### src/rtl/mcc_pkg.sv
package mcc_pkg;

  localparam int MaxChannels = 16;
  localparam int MaxDim      = 32;
  localparam int MaxKernel   = 5;
  localparam int MaxFilters  = 16;

  localparam int InDepth = MaxChannels * MaxDim * MaxDim;
  localparam int WDepth  = MaxFilters * MaxChannels * MaxKernel * MaxKernel;
  localparam int BDepth  = MaxFilters;

  localparam int InAw = $clog2(InDepth);
  localparam int WAw  = $clog2(WDepth);
  localparam int BAw  = $clog2(BDepth);

  localparam int ChW = $clog2(MaxChannels + 1);
  localparam int DimW = $clog2(MaxDim + 1);
  localparam int KW  = $clog2(MaxKernel + 1);
  localparam int FW  = $clog2(MaxFilters + 1);

  localparam int AccW = 48;

  localparam int QDepth = 2;

  typedef enum logic [1:0] {
    OpPixel  = 2'd0,
    OpWeight = 2'd1,
    OpBias   = 2'd2,
    OpConv   = 2'd3
  } op_e;

  typedef enum logic [2:0] {
    RegInCh  = 3'd0,
    RegInH   = 3'd1,
    RegInW   = 3'd2,
    RegKh    = 3'd3,
    RegKw    = 3'd4,
    RegOutCh = 3'd5
  } reg_e;

  typedef enum logic [1:0] {
    StIdle = 2'd0,
    StRun  = 2'd1,
    StBias = 2'd2,
    StDone = 2'd3
  } bk_state_e;

  typedef struct packed {
    logic [4:0] in_channels;
    logic [5:0] in_height;
    logic [5:0] in_width;
    logic [2:0] kernel_height;
    logic [2:0] kernel_width;
    logic [4:0] out_channels;
  } cfg_t;

  typedef struct packed {
    op_e         op;
    logic [13:0] addr;
    logic [31:0] value;
    logic [3:0]  oc;
    logic [4:0]  orow;
    logic [4:0]  ocol;
    logic        bad;
    logic [ChW-1:0] nc;
    logic [KW-1:0]  kh;
    logic [KW-1:0]  kw;
  } cmd_t;

  function automatic logic [31:0] clamp_reg(input logic [31:0] v, input logic [31:0] hi);
    logic [31:0] r;
    if (v == 32'd0) r = 32'd1;
    else if (v > hi) r = hi;
    else r = v;
    return r;
  endfunction

endpackage

### src/rtl/mcc_if.sv
interface mcc_in_if;
  logic        valid;
  logic        ready;
  logic [1:0]  opcode;
  logic [13:0] load_address;
  logic signed [31:0] load_value;
  logic [3:0]  out_channel;
  logic [4:0]  out_row;
  logic [4:0]  out_col;
  modport source (output valid, opcode, load_address, load_value, out_channel, out_row,
                  out_col, input ready);
  modport sink (input valid, opcode, load_address, load_value, out_channel, out_row,
                out_col, output ready);
endinterface


### src/rtl/mcc_front.sv
module mcc_front (
  input  logic              clk_i,
  input  logic              rst_ni,
  mcc_in_if.sink            in_if,
  input  mcc_pkg::cfg_t     cfg_i,
  output logic              cmd_valid_o,
  output mcc_pkg::cmd_t     cmd_o,
  input  logic              cmd_pop_i
);

  mcc_pkg::cmd_t cmd_w;
  mcc_pkg::cmd_t q_q [mcc_pkg::QDepth];
  logic [0:0] wr_q, rd_q;
  logic [1:0] cnt_q;
  logic push;
  logic [31:0] nc, ih, iw, kh, kw, nf;

  always_comb begin
    nc = mcc_pkg::clamp_reg({27'd0, cfg_i.in_channels}, 32'(mcc_pkg::MaxChannels));
    ih = mcc_pkg::clamp_reg({26'd0, cfg_i.in_height}, 32'(mcc_pkg::MaxDim));
    iw = mcc_pkg::clamp_reg({26'd0, cfg_i.in_width}, 32'(mcc_pkg::MaxDim));
    kh = mcc_pkg::clamp_reg({29'd0, cfg_i.kernel_height}, 32'(mcc_pkg::MaxKernel));
    kw = mcc_pkg::clamp_reg({29'd0, cfg_i.kernel_width}, 32'(mcc_pkg::MaxKernel));
    nf = mcc_pkg::clamp_reg({27'd0, cfg_i.out_channels}, 32'(mcc_pkg::MaxFilters));
    cmd_w.op    = mcc_pkg::op_e'(in_if.opcode);
    cmd_w.addr  = in_if.load_address;
    cmd_w.value = in_if.load_value;
    cmd_w.oc    = in_if.out_channel;
    cmd_w.orow  = in_if.out_row;
    cmd_w.ocol  = in_if.out_col;
    cmd_w.nc    = nc[mcc_pkg::ChW-1:0];
    cmd_w.kh    = kh[mcc_pkg::KW-1:0];
    cmd_w.kw    = kw[mcc_pkg::KW-1:0];
    cmd_w.bad   = (kh > ih) || (kw > iw) || ({28'd0, in_if.out_channel} >= nf);
    if (!cmd_w.bad && (({27'd0, in_if.out_row} > ih - kh) ||
                       ({27'd0, in_if.out_col} > iw - kw))) begin
      cmd_w.bad = 1'b1;
    end
  end

  assign in_if.ready = (cnt_q != 2'(mcc_pkg::QDepth));
  assign push = in_if.valid && in_if.ready;
  assign cmd_valid_o = (cnt_q != 2'd0);
  assign cmd_o = q_q[rd_q];

  always_ff @(posedge clk_i) begin
    if (push) q_q[wr_q] <= cmd_w;
  end

  always_ff @(posedge clk_i or negedge rst_ni) begin
    if (!rst_ni) begin
      wr_q <= '0;
      rd_q <= '0;
      cnt_q <= '0;
    end else begin
      if (push) wr_q <= wr_q + 1'b1;
      if (cmd_pop_i) rd_q <= rd_q + 1'b1;
      cnt_q <= cnt_q + 2'(push) - 2'(cmd_pop_i);
    end
  end

  a_no_over: assert property (@(posedge clk_i) disable iff (!rst_ni)
    cnt_q <= 2'(mcc_pkg::QDepth)) else $error("queue overflow");
  a_pop_valid: assert property (@(posedge clk_i) disable iff (!rst_ni)
    cmd_pop_i |-> cmd_valid_o) else $error("pop of empty queue");
  a_full_stall: assert property (@(posedge clk_i) disable iff (!rst_ni)
    cnt_q == 2'(mcc_pkg::QDepth) |-> !in_if.ready) else $error("ready while full");

endmodule

### src/flat_wrapper.sv
// flat-port wrapper written by rule: the top's interface ports become plain ports
module mcc_front_flat 
  (clk_i, rst_ni, cfg_i, cmd_valid_o, cmd_o, cmd_pop_i, in_if_valid, in_if_opcode, in_if_load_address, in_if_load_value, in_if_out_channel, in_if_out_row, in_if_out_col, in_if_ready);
  mcc_in_if in_if_i ();
  input  logic clk_i;
  input  logic rst_ni;
  input  mcc_pkg::cfg_t cfg_i;
  output logic cmd_valid_o;
  output mcc_pkg::cmd_t cmd_o;
  input  logic cmd_pop_i;
  input wire logic [$bits(in_if_i.valid)-1:0] in_if_valid;
  input wire logic [$bits(in_if_i.opcode)-1:0] in_if_opcode;
  input wire logic [$bits(in_if_i.load_address)-1:0] in_if_load_address;
  input wire logic [$bits(in_if_i.load_value)-1:0] in_if_load_value;
  input wire logic [$bits(in_if_i.out_channel)-1:0] in_if_out_channel;
  input wire logic [$bits(in_if_i.out_row)-1:0] in_if_out_row;
  input wire logic [$bits(in_if_i.out_col)-1:0] in_if_out_col;
  output wire logic [$bits(in_if_i.ready)-1:0] in_if_ready;
  assign in_if_i.valid = in_if_valid;
  assign in_if_i.opcode = in_if_opcode;
  assign in_if_i.load_address = in_if_load_address;
  assign in_if_i.load_value = in_if_load_value;
  assign in_if_i.out_channel = in_if_out_channel;
  assign in_if_i.out_row = in_if_out_row;
  assign in_if_i.out_col = in_if_out_col;
  assign in_if_ready = in_if_i.ready;
  mcc_front u_core (.clk_i(clk_i), .rst_ni(rst_ni), .in_if(in_if_i), .cfg_i(cfg_i), .cmd_valid_o(cmd_valid_o), .cmd_o(cmd_o), .cmd_pop_i(cmd_pop_i));
endmodule
### config.mk
export PLATFORM = sky130hd
export DESIGN_NAME = mcc_front_flat
export DESIGN_NICKNAME = d
export VERILOG_FILES = /design/src/rtl/mcc_pkg.sv /design/src/rtl/mcc_if.sv /design/src/rtl/mcc_front.sv /design/src/flat_wrapper.sv
export SDC_FILE = /design/constraint.sdc
export NUM_CORES = 1
export LEC_CHECK = 0
export ABC_AREA = 1
export BUFFER_PORTS_ARGS = -buffer_cell sky130_fd_sc_hd__buf_2
export CAP_MARGIN = 20
export CORE_UTILIZATION = 49
export CTS_BUF_LIST = sky130_fd_sc_hd__clkbuf_8
export CTS_CLUSTER_SIZE = 20
export DETAILED_ROUTE_END_ITERATION = 8
export HOLD_SLACK_MARGIN = 0.12
export PLACE_DENSITY = 0.8
export SYNTH_ARGS = -nofsm -noshare
export SYNTH_HDL_FRONTEND = slang
export SYNTH_SLANG_ARGS = --single-unit
### constraint.sdc
create_clock -name clk_i -period 4.2 [get_ports clk_i]
set_input_delay 0.21 -clock clk_i [delete_from_list [all_inputs] [get_ports clk_i]]
set_output_delay 0.21 -clock clk_i [all_outputs]
set_load 0.01 [all_outputs]
==> results.py, run 1 <==
metrics = {
    "placement": {
        "place_congestion": 0.858,
        "hpwl_um": 8110,
        "dp.cells": 757,
        "io_buffer_count": 169,
        "place_ws_ns": 1.46,
    },
    "setup_path": {
        "path_cells": "dlygate4sd3_1 -> buf_2 -> a21oi_1 -> o21ai_0 -> ha_1 -> fa_1 -> inv_1 -> a21oi_1 -> nand2_1 -> xor2_1 -> ha_1 -> nand2_1 -> inv_1 -> nand2_1 -> nand2_1 -> nand3_1 -> nand2_1 -> inv_1 -> nand2_1",
        "crit_fanout": 6,
        "start_kind": "primary input",
        "critPathKind": "in -> reg",
        "crit_arrival_ns": 2.97,
        "r2r_slack_ns": 2.18,
        "crit_path_top_delay_cell": "dlygate4sd3_1",
        "r2r_cells": 4,
        "worstPathRequired_ns": 4.38,
        "critPathCaptureType": "register",
        "cpMostUsedCell": "nand2_1",
        "crit_path_max_incr_delay_ns": 0.54,
    },
    "synth": {
        "async_flop_share_pct": 2.63,
        "synthCells": 425,
        "avgSynthCellArea_um2": 15.5,
        "synth-seq-area-share_pct": 69.2,
        "synth_area_mm2": 0.00657,
        "synthSimpleGateAreaFrac_pct": 5.47,
        "ys.flop_type": "edfxtp_1",
        "synth_fp_nets": 547,
        "synth_seq_cells": 152,
        "synth_edf_count": 148,
        "synth_xor_xnor_area_share_pct": 0.934,
        "synth_warnings": 0,
        "synthAdderAreaFrac_pct": 5.56,
        "ys_types": 29,
        "muxShareOfSynthArea_pct": 13.3,
        "synth_compound_area_share_pct": 1.58,
        "synth_top_family_by_area": "multiplexers",
    },
    "grt": {
        "grt_use_met1_pct": 22.3,
        "grt_max_degree": 76,
        "grt.overflow.total": 0,
        "grt_pass1_wl_um": 20500,
        "top_usage_layer": "met2",
        "grt_pass1_vias": 4286,
        "antenna_found_initial": 0,
        "grtUsageMet3_pct": 4.80,
        "grt_util_met2_pct": 34.3,
        "grtUsageTotal_pct": 19.0,
    },
    "timing": {
        "final.setup.worst_slack_ns": 1.42,
        "rsz0062_at_grt": "no",
        "timing.final.crit_share_pct": 66.3,
        "setup_violations": 0,
        "tightest_slew_ns": 1.10,
        "fin_crit_ns": 2.78,
        "final_hold_viol_count": 0,
        "relSlewSlack_pct": 26.6,
        "fin_skew_ns": 0.00982,
        "max_freq_mhz": 359,
        "fin_setup_tns_ns": 0,
        "slew_viol_final": 0,
    },
    "floorplan": {
        "start_util_pct": 51.2,
        "die_y_um": 118,
        "core-area_mm2": 0.0128,
        "fp-row-count": 41,
        "pin_count": 170,
        "die_x_um": 118,
        "dieArea_mm2": 0.0139,
    },
    "clock_network": {
        "worstSkewPairLatency_ns": 0.43,
        "h-tree-depth": 4,
        "cts_buffers": 17,
        "clockRootBuffer": "clkbuf_8",
        "clk_path_buf_depth": 2,
        "cts_tree": "yes",
        "path_clk_slew_ns": 0.08,
        "cts_num_sinks": 152,
    },
    "final_layout": {
        "layout.nets": 796,
        "multi_input_area_mm2": 0.00178,
        "register_area_mm2": 0.00455,
        "syn_to_final_growth_pct": 32.5,
        "final_common_cell": "buf_2",
        "fill_cells": 898,
        "n_antenna_cell": 0,
        "fin_util_pct": 67.9,
        "fin_cells": 859,
        "final_cell_mix": "buf_2, edfxtp_1, dlygate4sd3_1",
        "drive_gt1_share_pct": 36.1,
    },
    "detailed_routing": {
        "drtPass1Iterations": 5,
        "vias": 4129,
        "drt-total-wl_um": 12700,
        "drt_first_iter_violations": 223,
        "ant_nets": 0,
        "drc": 0,
        "via_per_inst": 4.81,
        "wl_per_cell_um": 14.8,
    },
    "power": {
        "powerDensity_mw_per_mm2": 557,
        "static-leakage-power_nw": 3.64,
        "peakVddDrop_uv": 305,
    },
    "flow_run": {
        "drv_cap": 0,
    },
    "worst_hold_path": {
        "holdPathStages": 3,
        "hold_class": "in -> reg",
    },
    "status": {
        "status": "finished, final reports clean",
    },
}
-- worst max-delay path, delay by kind of cell --
family | cells | cell delay (ns)
AOI/OAI and AO/OA | 3 | 0.38
adders and majority gates | 3 | 0.91
buffers and inverters | 5 | 0.86
and+or+nand+nor | 7 | 0.44
xor gates and xnor gates | 1 | 0.18
-- kinds of logic (layout without fill, tap and decap cells) --
kind of cell               after synthesis  count (layout)
adders and majority gates               28              28
muxes                                   74              74
DFF                                    152             152
AOI/OAI and AO/OA                       19              19
and+or+nand+nor                         87              87
buffers and inverters                   58             320
xor gates and xnor gates                 7               7
-- metal layers --
layer  wire length (um)  part of all wire (%)  vias up
li1                   -                     -     2010
met1               5350                    42     1977
met2               6650                    52      131
met3                613                   4.8       11
met4                102                  0.80        0
met5                  0                     0        -
-- stage by stage --
step / total power [W] / cell area [um^2] / hold WS [ns]
after floorplan: 0.00320 / 6570 / -0.0856
final: 0.00485 / 8700 / 0.169
after CTS: 0.00489 / 8700 / 0.131
after global placement: 0.00369 / 7600 / 0.0168
after detailed placement: 0.00373 / 7600 / 0.0236
after global routing: 0.00509 / 8700 / 0.154
-- cell type report --
| cell class | count | area share (%) |
|---|---|---|
| repair buffers | 241 | 18.2 |
| well taps | 172 | 2.47 |
| clock inverters | 15 | 1.91 |
| flip-flops and latches | 152 | 52.3 |
| clock buffers | 17 | 2.69 |
| multi-input cells | 215 | 20.4 |
| inverters | 47 | 2.03 |
-- path summary, 6_finish.rpt --
check                           startpoint                 to
setup / recovery                  cfg_i[7]  u_core.q_q[0][11]
hold / removal                   cfg_i[24]   u_core.q_q[1][7]
setup reg to reg           u_core.cnt_q[1]  u_core.q_q[1][71]
hold reg to reg                u_core.wr_q        u_core.wr_q
max in group asynchronous           rst_ni        u_core.rd_q
min in group asynchronous           rst_ni        u_core.rd_q
-- Yosys cell counts, drive strengths merged (2+ instances only) --
library cell / count / share of area, %
xor2: 5 / 0.67
nand4: 2 / 0.19
nand2: 44 / 2.6
inv: 46 / 2.6
mux2: 74 / 13
nand3: 3 / 0.23
edfxtp: 148 / 68
clkbuf: 3 / 0.17
ha: 26 / 5.0
buf: 8 / 1.1
a21oi: 13 / 1.1
o21ai: 5 / 0.38
fa: 2 / 0.61
nor2: 32 / 1.9
nor3: 4 / 0.30
xnor2: 2 / 0.27
dfrtp: 4 / 1.5
-- where the power goes --
part | switching [W] | leakage [nW] | internal (W)
sequential | 0.000231 | 1.42 | 0.00207
clock | 0.000561 | 0.195 | 0.000542
combinational | 0.000735 | 2.02 | 0.000711
-- repair_timing --
action,CTS,global route
hold buffers,70,0
endpoints found under the setup margin,0,0
gates resized for setup,0,0
setup buffers,0,0
hold endpoints to repair,141,0
-- state kept, by name, summed over array words and instances (netlist names) --
name and cells:
u_core.rd_q 1, u_core.wr_q 1, u_core.q_q 148, u_core.cnt_q 2
(Power assumes the default switching activity.)
==> run 2: changes to the inputs <==
==> constraint.sdc (replaced) <==
create_clock -name clk_i -period 2.5 [get_ports clk_i]
set_input_delay 0.125 -clock clk_i [delete_from_list [all_inputs] [get_ports clk_i]]
set_output_delay 0.125 -clock clk_i [all_outputs]
set_load 0.01 [all_outputs]
==> run 2 against run 1 <==
  * Sequential share of layout area fell by 1.2 points
  * Cell count rose by 1.4%
  * Utilization rose by 1.6 points
  * First-iteration DRC count rose by 20%
  * Register-to-register slack got worse by 1.4 ns
  * Clock skew rose by 0.0019 ns
  * Via count rose by 2.8%
  * Clock power rose by 100%
  * Critical endpoint unchanged
==> results.py, run 2 (synthesis results as in run 1) <==
metrics = {
    "floorplan": {
        "die_y_um": 118,
        "core-area_mm2": 0.0128,
        "start_util_pct": 51.2,
        "fp-row-count": 41,
        "dieArea_mm2": 0.0139,
        "pin_count": 170,
        "die_x_um": 118,
    },
    "setup_path": {
        "r2r_start": "u_core.cnt_q[1]",
        "critPathKind": "in -> reg",
        "crit_arrival_ns": 2.59,
        "critPathCaptureType": "register",
        "cpMostUsedCell": "nand2_1",
        "start_kind": "primary input",
        "path_cells": "dlygate4sd3_1 -> a21oi_2 -> o21ai_2 -> ha_2 -> fa_2 -> inv_2 -> a21oi_1 -> nand2_1 -> xor2_1 -> ha_1 -> nand2_1 -> inv_1 -> nand2_1 -> nand2_1 -> nand3_1 -> nand2_1 -> inv_1 -> nand2_1",
        "crit_path_max_incr_delay_ns": 0.56,
        "r2r_slack_ns": 0.78,
        "crit_start": "cfg_i[5]",
        "worstPathRequired_ns": 2.69,
        "r2r_cells": 4,
        "crit_fanout": 2,
        "crit_path_top_delay_cell": "dlygate4sd3_1",
        "timing.rr.end": "u_core.q_q[1][7]",
    },
    "grt": {
        "antenna_found_initial": 1,
        "grt.overflow.total": 0,
        "grtUsageTotal_pct": 20.8,
        "grt_pass1_vias": 4461,
        "grt_pass1_wl_um": 22000,
        "grt_max_degree": 54,
    },
    "power": {
        "static-leakage-power_nw": 3.73,
        "powerDensity_mw_per_mm2": 964,
        "finalPower_w": 0.00859,
        "peakVddDrop_uv": 538,
    },
    "detailed_routing": {
        "via_per_inst": 4.87,
        "drc": 0,
        "drt-total-wl_um": 13900,
        "vias": 4244,
        "drt_first_iter_violations": 268,
        "wl_per_cell_um": 16.0,
        "drtPass1Iterations": 4,
        "ant_nets": 0,
    },
    "timing": {
        "fin_crit_ns": 2.40,
        "final_hold_viol_count": 0,
        "slew_viol_final": 0,
        "max_freq_mhz": 416,
        "timing.final.crit_share_pct": 96.1,
        "setup_violations": 0,
        "tightest_slew_ns": 0.648,
        "fin_skew_ns": 0.0117,
        "hold_slack_ns": 0.166,
        "relSlewSlack_pct": 56.8,
    },
    "clock_network": {
        "path_clk_slew_ns": 0.08,
        "clockRootBuffer": "clkbuf_8",
        "cts_tree": "yes",
        "cts_buffers": 17,
        "cts_num_sinks": 152,
        "h-tree-depth": 4,
        "worstSkewPairLatency_ns": 0.44,
        "clk_path_buf_depth": 2,
    },
    "final_layout": {
        "final_cell_mix": "buf_2, edfxtp_1, dlygate4sd3_1",
        "final_common_cell": "buf_2",
        "layout.nets": 807,
        "top_register": "u_core.q_q",
        "largest_reg_flops": 148,
        "syn_to_final_growth_pct": 35.7,
        "post-route-cell-area_mm2": 0.00891,
        "drive_gt1_share_pct": 37.7,
        "top_regs": "u_core.q_q x148, u_core.cnt_q x2",
        "fin_util_pct": 69.5,
    },
    "flow_run": {
        "drv_cap": 0,
    },
    "placement": {
        "io_buffer_count": 169,
        "place_congestion": 0.898,
        "hpwl_um": 8420,
        "dpl_cell_area_mm2": 0.00765,
    },
    "worst_hold_path": {
        "holdPathStages": 4,
        "hold_class": "in -> reg",
        "holdCritStartpoint": "cfg_i[6]",
        "hold_end": "u_core.q_q[0][0]",
    },
    "status": {
        "status": "finished, final reports clean",
    },
}
run 2: worst max-delay path by stage:
stage                              to  slack, ns  depth (start not counted)
detailed placement  u_core.q_q[0][11]      -0.09                         20
CTS                 u_core.q_q[0][11]       0.02                         19
floorplan            u_core.q_q[1][0]      -0.50                          3
finish              u_core.q_q[0][11]        0.1                         18
global placement    u_core.q_q[0][11]       0.04                         20
global route        u_core.q_q[0][11]      -0.03                         18
run 2: timing repair:
action                     CTS  global route
setup endpoints to repair    0             2
hold endpoints to repair   147             0
gates resized for setup      0             9
hold buffers                74             0
buffers inserted             0             1
run 2: cell type report:
cell class	count	area [um^2]
clock inverters	15	249
repair buffers	252	1680
flip-flops and latches	152	4550
inverters	47	176
multi-input cells	215	1800
fillers	860	3920
diodes	1	2.50
well taps	172	215
clock buffers	17	234
run 2: worst max-delay path: cells and delay by family:
family	cells	cell delay, ns
AOI/OAI and AO/OA	3	0.27
xor gates and xnor gates	1	0.19
adders and majority gates	3	0.84
buffers and inverters	4	0.72
and+or+nand+nor	7	0.44
run 2: routing by layer:
metal	part of all wire [%]	vias up	track usage, %
met5	0	-	0
met4	0.75	0	6.33
met3	5.7	6	6.40
met2	55	157	38.2
met1	39	2042	22.9
li1	-	2039	-
run 2: power breakdown:
group	internal, W	switching [W]
clock network	0.00130	0.000905
registers	0.00348	0.000194
logic	0.00123	0.00148
run 2: metrics by stage:
stage	setup slack, ns	setup TNS (ns)	std cells
after floorplan	-0.499	-72.90	425
after global placement	0.0372	0	764
after detailed placement	-0.0933	-0.187	764
after CTS	0.0200	0	870
after global routing	-0.0335	-0.0668	871
final	0.0966	0	871
